`config.mk`:
```
export PLATFORM = sky130hd
export DESIGN_NAME = collision_blob_stream_parser
export DESIGN_NICKNAME = d
export VERILOG_FILES = /design/src/design/cbsp_pkg.sv /design/src/design/cbsp_step.sv /design/src/design/collision_blob_stream_parser.sv
export SDC_FILE = /design/constraint.sdc
export NUM_CORES = 1
export LEC_CHECK = 0
export BUFFER_PORTS_ARGS = -buffer_cell sky130_fd_sc_hd__buf_2
export CAP_MARGIN = 20
export CORE_AREA = 8 8 186 223
export DETAILED_ROUTE_END_ITERATION = 8
export DIE_AREA = 0 0 194 231
export PLACE_DENSITY = 0.78
export SLEW_MARGIN = 25
export SYNTH_ARGS = -nofsm -noshare
export SYNTH_HDL_FRONTEND = slang
export SYNTH_SLANG_ARGS = --single-unit
```
`constraint.sdc`:
```
create_clock -name clk -period 16.8 [get_ports clk]
set_clock_uncertainty 0.1 [all_clocks]
set_input_delay 5.04 -clock clk [delete_from_list [all_inputs] [get_ports clk]]
set_output_delay 5.04 -clock clk [all_outputs]
set_load 0.05 [all_outputs]
```
`src/design/cbsp_pkg.sv`:
```
// ============================================================================
// cbsp_pkg
// Shared types, codes and helpers for the collision blob stream parser.
// ============================================================================
package cbsp_pkg;

    // Parse phase codes
    localparam logic [3:0] PH_HDR0 = 4'd0;
    localparam logic [3:0] PH_HDR1 = 4'd1;
    localparam logic [3:0] PH_CNTH = 4'd2;
    localparam logic [3:0] PH_CNTL = 4'd3;
    localparam logic [3:0] PH_VERT = 4'd4;
    localparam logic [3:0] PH_TERH = 4'd5;
    localparam logic [3:0] PH_TERL = 4'd6;
    localparam logic [3:0] PH_TCH  = 4'd7;
    localparam logic [3:0] PH_TCL  = 4'd8;
    localparam logic [3:0] PH_TRI  = 4'd9;
    localparam logic [3:0] PH_DONE = 4'd10;

    // Result kind codes
    localparam logic [2:0] KIND_VERTEX      = 3'd0;
    localparam logic [2:0] KIND_TRIANGLE    = 3'd1;
    localparam logic [2:0] KIND_END_OK      = 3'd2;
    localparam logic [2:0] KIND_BAD_HEADER  = 3'd3;
    localparam logic [2:0] KIND_BAD_TERRAIN = 3'd4;

    // Header and terrain constants
    localparam logic [7:0]  HEADER_LOW   = 8'h40;
    localparam logic [15:0] TERRAIN_END  = 16'h0041;
    localparam logic [15:0] TERRAIN_MAX  = 16'h00FF;

    // Byte positions inside a record
    localparam logic [2:0] POS_LAST_SIX   = 3'd5;
    localparam logic [2:0] POS_LAST_EIGHT = 3'd7;
    localparam logic [2:0] POS_BUF_LIMIT  = 3'd6;

    localparam logic [31:0] TRI_COUNT_MAX = 32'hFFFF_FFFF;

    // Parser state
    typedef struct packed {
        logic [3:0]  phase;
        logic [2:0]  byte_pos;
        logic [15:0] vert_left;
        logic [15:0] tri_left;
        logic        four_word;
        logic [7:0]  terrain;
        logic [47:0] rec_buf;
        logic [15:0] decl_vert;
        logic [31:0] tri_count;
    } state_t;

    // One result item
    typedef struct packed {
        logic [2:0]  kind;
        logic [15:0] coord_x;
        logic [15:0] coord_y;
        logic [15:0] coord_z;
        logic [15:0] index_a;
        logic [15:0] index_b;
        logic [15:0] index_c;
        logic [7:0]  surface_type;
        logic [15:0] vertex_total;
        logic [31:0] triangle_total;
    } result_t;

    // Terrain types whose entries carry a fourth halfword
    function automatic logic is_four_word(input logic [7:0] t);
        return (t == 8'h0E) || (t == 8'h2C) || (t == 8'h24) ||
               (t == 8'h25) || (t == 8'h27) || (t == 8'h2D);
    endfunction

endpackage

```
`src/design/cbsp_step.sv`:
```
// ============================================================================
// cbsp_step
// Next-state and result logic for one blob byte.
// ============================================================================
module cbsp_step
    import cbsp_pkg::*;
(
    input  state_t      cur,
    input  logic [7:0]  data_byte,
    input  logic        first_byte,
    output state_t      nxt,
    output logic        res_valid,
    output result_t     res
);

    state_t      eff;
    logic [47:0] shifted;
    logic [15:0] half;
    logic [15:0] vleft_dec;
    logic [15:0] tleft_dec;
    logic [2:0]  last_pos;

    // Restart discards progress
    always_comb
    begin
        eff = cur;
        if (first_byte)
        begin
            eff = '0;
            eff.phase = PH_HDR0;
        end
    end

    assign shifted   = {eff.rec_buf[39:0], data_byte};
    assign half      = {eff.rec_buf[7:0], data_byte};
    assign vleft_dec = eff.vert_left - 16'd1;
    assign tleft_dec = eff.tri_left - 16'd1;
    assign last_pos  = eff.four_word ? POS_LAST_EIGHT : POS_LAST_SIX;

    // Advance the parser by one byte
    always_comb
    begin
        nxt       = eff;
        res_valid = 1'b0;
        res       = '0;
        unique case (eff.phase)
            PH_HDR0:
            begin
                nxt.rec_buf = {40'd0, data_byte};
                nxt.phase   = PH_HDR1;
            end
            PH_HDR1:
            begin
                if ((eff.rec_buf != 48'd0) || (data_byte != HEADER_LOW))
                begin
                    res_valid          = 1'b1;
                    res.kind           = KIND_BAD_HEADER;
                    res.vertex_total   = eff.decl_vert;
                    res.triangle_total = eff.tri_count;
                    nxt.phase          = PH_DONE;
                end
                else
                begin
                    nxt.phase = PH_CNTH;
                end
            end
            PH_CNTH:
            begin
                nxt.rec_buf = {40'd0, data_byte};
                nxt.phase   = PH_CNTL;
            end
            PH_CNTL:
            begin
                nxt.decl_vert = half;
                nxt.vert_left = half;
                nxt.byte_pos  = 3'd0;
                nxt.phase     = (half != 16'd0) ? PH_VERT : PH_TERH;
            end
            PH_VERT:
            begin
                nxt.rec_buf = shifted;
                if (eff.byte_pos < POS_LAST_SIX)
                begin
                    nxt.byte_pos = eff.byte_pos + 3'd1;
                end
                else
                begin
                    nxt.byte_pos  = 3'd0;
                    nxt.vert_left = vleft_dec;
                    if (vleft_dec == 16'd0)
                    begin
                        nxt.phase = PH_TERH;
                    end
                    res_valid   = 1'b1;
                    res.kind    = KIND_VERTEX;
                    res.coord_x = shifted[47:32];
                    res.coord_y = shifted[31:16];
                    res.coord_z = shifted[15:0];
                end
            end
            PH_TERH:
            begin
                nxt.rec_buf = {40'd0, data_byte};
                nxt.phase   = PH_TERL;
            end
            PH_TERL:
            begin
                priority if (half == TERRAIN_END)
                begin
                    res_valid          = 1'b1;
                    res.kind           = KIND_END_OK;
                    res.vertex_total   = eff.decl_vert;
                    res.triangle_total = eff.tri_count;
                    nxt.phase          = PH_DONE;
                end
                else if (half > TERRAIN_MAX)
                begin
                    res_valid          = 1'b1;
                    res.kind           = KIND_BAD_TERRAIN;
                    res.vertex_total   = eff.decl_vert;
                    res.triangle_total = eff.tri_count;
                    nxt.phase          = PH_DONE;
                end
                else
                begin
                    nxt.terrain   = half[7:0];
                    nxt.four_word = is_four_word(half[7:0]);
                    nxt.phase     = PH_TCH;
                end
            end
            PH_TCH:
            begin
                nxt.rec_buf = {40'd0, data_byte};
                nxt.phase   = PH_TCL;
            end
            PH_TCL:
            begin
                nxt.tri_left = half;
                nxt.byte_pos = 3'd0;
                nxt.phase    = (half != 16'd0) ? PH_TRI : PH_TERH;
            end
            PH_TRI:
            begin
                if (eff.byte_pos < POS_BUF_LIMIT)
                begin
                    nxt.rec_buf = shifted;
                end
                if (eff.byte_pos == POS_LAST_SIX)
                begin
                    if (eff.tri_count != TRI_COUNT_MAX)
                    begin
                        nxt.tri_count = eff.tri_count + 32'd1;
                    end
                    res_valid        = 1'b1;
                    res.kind         = KIND_TRIANGLE;
                    res.index_a      = shifted[47:32];
                    res.index_b      = shifted[31:16];
                    res.index_c      = shifted[15:0];
                    res.surface_type = eff.terrain;
                end
                if (eff.byte_pos >= last_pos)
                begin
                    nxt.byte_pos = 3'd0;
                    nxt.tri_left = tleft_dec;
                    if (tleft_dec == 16'd0)
                    begin
                        nxt.phase = PH_TERH;
                    end
                end
                else
                begin
                    nxt.byte_pos = eff.byte_pos + 3'd1;
                end
            end
            default:
            begin
                // Done or unused code: ignore the byte
                nxt = eff;
            end
        endcase
    end

endmodule

```
`src/design/collision_blob_stream_parser.sv`:
```
// ============================================================================
// collision_blob_stream_parser
// Parses a collision blob, one byte per item, into vertex, triangle and end
// items.
// ============================================================================
//
//  Channel   Dir  Payload                                        Accept
//  s_axis    in   tdata: data_byte; tuser: first_byte            tvalid & tready
//  m_axis    out  tdata: coords, indices, totals; tuser: kind    tvalid & tready
//
//  Each accepted byte updates the parser state and, when it completes a record,
//  loads a result at that edge into the output register, or the skid one if full.
//  A two-entry output stage (output register plus skid register) lets bytes
//  keep flowing while a result waits; s_axis_tready drops only when both are
//  full. Reset puts the parser in the header phase with all counters zero.
//
module collision_blob_stream_parser
    import cbsp_pkg::*;
(
    input  logic         clk,
    input  logic         rst_n,
    input  logic         s_axis_tvalid,
    output logic         s_axis_tready,
    input  logic [7:0]   s_axis_tdata,   // [7:0] data_byte
    input  logic [0:0]   s_axis_tuser,   // [0] first_byte
    output logic         m_axis_tvalid,
    input  logic         m_axis_tready,
    // [15:0] coord_x, [31:16] coord_y, [47:32] coord_z, [63:48] index_a,
    // [79:64] index_b, [95:80] index_c, [103:96] surface_type,
    // [119:104] vertex_total, [151:120] triangle_total
    output logic [151:0] m_axis_tdata,
    output logic [2:0]   m_axis_tuser    // [2:0] kind
);

    state_t  state_reg;
    state_t  state_next;
    logic    res_valid;
    result_t res;
    logic    in_acc;
    logic    push;
    logic    pop;

    logic    out_valid_reg;
    result_t out_reg;
    logic    skid_valid_reg;
    result_t skid_reg;

    // Per-byte parse logic
    cbsp_step u_step
    (
        .cur        (state_reg),
        .data_byte  (s_axis_tdata),
        .first_byte (s_axis_tuser[0]),
        .nxt        (state_next),
        .res_valid  (res_valid),
        .res        (res)
    );

    assign s_axis_tready = !skid_valid_reg;
    assign in_acc        = s_axis_tvalid && s_axis_tready;
    assign push          = in_acc && res_valid;
    assign pop           = out_valid_reg && m_axis_tready;

    // Parser state
    always_ff @(posedge clk or negedge rst_n)
    begin
        if (!rst_n)
        begin
            state_reg <= '{phase: PH_HDR0, default: '0};
        end
        else if (in_acc)
        begin
            state_reg <= state_next;
        end
    end

    // Output stage control
    always_ff @(posedge clk or negedge rst_n)
    begin
        if (!rst_n)
        begin
            out_valid_reg  <= 1'b0;
            skid_valid_reg <= 1'b0;
        end
        else
        begin
            priority if (pop && skid_valid_reg)
            begin
                skid_valid_reg <= 1'b0;
            end
            else if (pop && push)
            begin
                out_valid_reg <= 1'b1;
            end
            else if (pop)
            begin
                out_valid_reg <= 1'b0;
            end
            else if (push && out_valid_reg)
            begin
                skid_valid_reg <= 1'b1;
            end
            else if (push)
            begin
                out_valid_reg <= 1'b1;
            end
        end
    end

    // Output stage payload
    always_ff @(posedge clk)
    begin
        priority if (pop && skid_valid_reg)
        begin
            out_reg <= skid_reg;
        end
        else if (pop && push)
        begin
            out_reg <= res;
        end
        else if (push && out_valid_reg)
        begin
            skid_reg <= res;
        end
        else if (push)
        begin
            out_reg <= res;
        end
    end

    assign m_axis_tvalid = out_valid_reg;
    assign m_axis_tuser  = out_reg.kind;
    assign m_axis_tdata  = {out_reg.triangle_total, out_reg.vertex_total,
                            out_reg.surface_type, out_reg.index_c, out_reg.index_b,
                            out_reg.index_a, out_reg.coord_z, out_reg.coord_y,
                            out_reg.coord_x};

    // Skid entry only ever holds an item behind a full output register
    a_skid_behind_out: assert property (@(posedge clk) disable iff (!rst_n)
        skid_valid_reg |-> out_valid_reg)
        else $error("skid register full while output register empty");

    // An end item leaves the parser in the done phase
    a_end_to_done: assert property (@(posedge clk) disable iff (!rst_n)
        (push && (res.kind == KIND_END_OK || res.kind == KIND_BAD_HEADER ||
                  res.kind == KIND_BAD_TERRAIN)) |=> (state_reg.phase == PH_DONE))
        else $error("end item without moving to done phase");

    // Done phase stays silent until a first byte arrives
    a_done_silent: assert property (@(posedge clk) disable iff (!rst_n)
        (in_acc && state_reg.phase == PH_DONE && !s_axis_tuser[0]) |-> !res_valid)
        else $error("result produced after end of blob");

    // Phase never leaves the defined range
    a_phase_range: assert property (@(posedge clk) disable iff (!rst_n)
        state_reg.phase <= PH_DONE)
        else $error("parse phase out of range");

endmodule
```
==> summary.txt <==
Outcome
  • Status: finished clean

STA
  • Tmin final: 8970 ps
  • Final setup violation count: 0
  • Final worst-path cycle share: 53.4%
  • Rel. slew slack: 31.5%
  • Worst Max-Slew Pin Slew: 1030 ps
  • Count of final hold-check violations: 0
  • Setup TNS: 0 ps
  • RSZ-0062 raised after global routing: false
  • FMAX: 111 MHz
  • Final worst setup slack: 7830 ps
  • Fin. max-slew vios: 0
  • Minimum hold slack: 397 ps

CTS
  • Clock Sinks: 456
  • Hold_buf cts: 0
  • Clock transition at path regs: 70 ps
  • Total CTS buffers: 44
  • Root Buffer: clkbuf_16
  • # Post-CTS Setup Buffers: 0
  • Bufs on Longest Clock Path: 3
  • CTS tree: done
  • Htree depth: 2
  • PostCTS Resize Cnt: 0
  • Clk_lat worst skew: 550 ps

Synth
  • Register area share after synthesis: 63.3%
  • Number of synthesized flops with an enable pin: 310
  • Syn_area_per_cell: 13.2 um2
  • Yosys warnings: 0
  • FF+latch count, synth: 456
  • Mapped Area: 20,500 um2
  • Synth Instances: 1,548
  • Yosys cell types: 80
  • Asr flop ratio synth: 32.0%
  • Post-synthesis net count: 1,569
  • Synth Flop Type: edfxtp_1

Layout
  • Core Util, Final: 61.4%
  • Share of cells above drive strength 1: 26.3%
  • Number of flip-flops in the largest register: 155
  • Syn-to-layout area delta: 13.0%
  • Ant diodes: 0
  • Final net count: 1,697
  • Filler cells: 2,859

Die
  • Chip height: 231 um
  • CORE AREA: 37,700 um2
  • Core Rows: 78
  • Die ar.: 44,800 um2
  • Die width: 194 um
  • Top Ports: 170
  • Initial Util: 54.3%

GRT
  • Largest net degree at the start of global routing: 84
  • GRT met3 Usage: 3.58%
  • Total gr overflow: 0
  • Antenna violations before repair: 0
  • Met2 capacity usage during global routing: 34.7%
  • Global-route wire length before repair: 76,000 um
  • Most used routing layer: met2
  • Met1 Resource Use GR: 27.8%
  • GRT Overall Usage: 21.0%
  • Vias in the first global route: 13,200

Drt
  • Final WL: 48,600 um
  • DR vias/cell: 6.10
  • Via count: 13,400
  • Antenna-violating nets left: 0
  • DRC: 0
  • WL/cell: 22.2 um
  • DRT Pass-1 Iters: 5
  • Initial DRC count: 1,139

Worst setup path
  • Worst Path Arrival: 9030 ps
  • Crit Path Max Fanout: 80
  • CP required: 16,860 ps
  • FF-to-FF setup slack: 12,600 ps
  • Crit path launch type: input port
  • CP endpoint kind: flip-flop
  • WS Path Type: in -> reg

Power
  • Design Power: 2240 uW
  • P_leak: 0.00822 uW
  • Pwr per Cell Area: 96.9 nW/um2
  • Worst vdd ir: 0.0000659 V

Place
  • Port Buffer Count: 169
  • Place WS: 7120 ps
  • Post-DP HPWL: 31,600 um
  • GP Congestion: 0.883

Flow run
  • Max-Cap Viols: 0

Min path
  • Worst min-delay path class: reg -> reg
-- routing by layer --
layer  up-vias  wire length (um)  share of wire, %
li1       6063                 -                 -
met1      6722             20100                41
met2       465             24000                49
met3       109              2780               5.7
met4         0              1750               3.6
met5         -                 0                 0
-- cell usage after synthesis, drive strengths merged, types with 16 or more instances --
| master | number | area (um2) |
|---|---|---|
| a21oi | 41 | 205 |
| a22o | 61 | 534 |
| o21ai | 60 | 300 |
| edfxtp | 310 | 9310 |
| a22oi | 21 | 158 |
| nand4 | 19 | 125 |
| nor4 | 30 | 249 |
| dfrtp | 146 | 3650 |
| nor3 | 30 | 160 |
| nand3 | 28 | 140 |
| xnor2 | 21 | 184 |
| clkbuf | 72 | 273 |
| xor2 | 16 | 140 |
| buf | 30 | 186 |
| nor2 | 53 | 201 |
| and2 | 157 | 982 |
| nand2 | 111 | 417 |
| mux2 | 164 | 1850 |
-- critical path: stages --
cell and delay, ps:
buf_2 630, inv_1 90, buf_4 290, nand2_1 130, ha_1 140, nor2b_1 160, and4_4 700, o311ai_1 350
nor3b_4 550, buf_4 850
-- cell type report --
cell class	count	area, um2	area share (%)
Timing Repair Buffer	184	992	4.29
Clock inverter	25	246	1.07
Multi-Input combinational cell	975	7040	30.4
Sequential cell	456	13000	56.1
Tap cell	480	601	2.60
Clock buffer	55	1220	5.30
Inverter	15	56.3	0.244
-- power by group --
group          switching, uW  internal, uW  leakage, uW  total (uW)
logic                   25.9          9.96      0.00334        35.9
clock network            420           582     0.000725        1000
registers               9.45          1190      0.00415        1200
total                    455          1780      0.00822        2240
-- placed cells by master, fill, tap and decap left out, drive strengths merged, types with 12 or more instances in the layout --
| cell | synthesis | layout |
|---|---|---|
| edfxtp | 310 | 310 |
| a22oi | 21 | 21 |
| nand2 | 111 | 111 |
| nor2b | 12 | 12 |
| a22o | 61 | 61 |
| nor3 | 30 | 30 |
| dfrtp | 146 | 146 |
| and3 | 13 | 13 |
| and2 | 157 | 157 |
| nor4 | 30 | 30 |
| mux2 | 164 | 164 |
| buf | 30 | 184 |
| clkbuf | 72 | 55 |
| nand4 | 19 | 19 |
| xnor2 | 21 | 21 |
| o21ai | 60 | 60 |
| nand3 | 28 | 28 |
| a21oi | 41 | 41 |
| inv | 15 | 19 |
| nor2 | 53 | 53 |
| clkinv | 0 | 14 |
| xor2 | 16 | 16 |
-- through the flow --
step,instance area (um2),instances
6_report,23100,2190
5_1_grt,23100,2190
4_1_cts,23100,2190
3_5_place_dp,21600,2110
3_3_place_gp,21600,2109
2_1_floorplan,20500,1548
-- final timing paths --
kind,to,cells past startpoint,from
setup / recovery,skid_reg[125],10,s_axis_tuser
setup reg to reg,skid_reg[125],7,state_reg[140]
hold reg to reg,state_reg[103],1,state_reg[103]
min in group asynchronous,state_reg[12],1,rst_n
hold / removal,state_reg[103],1,state_reg[103]
max in group asynchronous,state_reg[135],2,rst_n
-- kinds of logic after synthesis --
| logic type | synth area share [%] |
|---|---|
| DFF | 63.3 |
| muxes | 9.27 |
| AOI/OAI and AO/OA | 9.01 |
| xor gates and xnor gates | 1.58 |
| adders and majority gates | 0.489 |
| buffers and inverters | 2.52 |
| and+or+nand+nor | 13.8 |
Power figures use the tool's default switching activity.
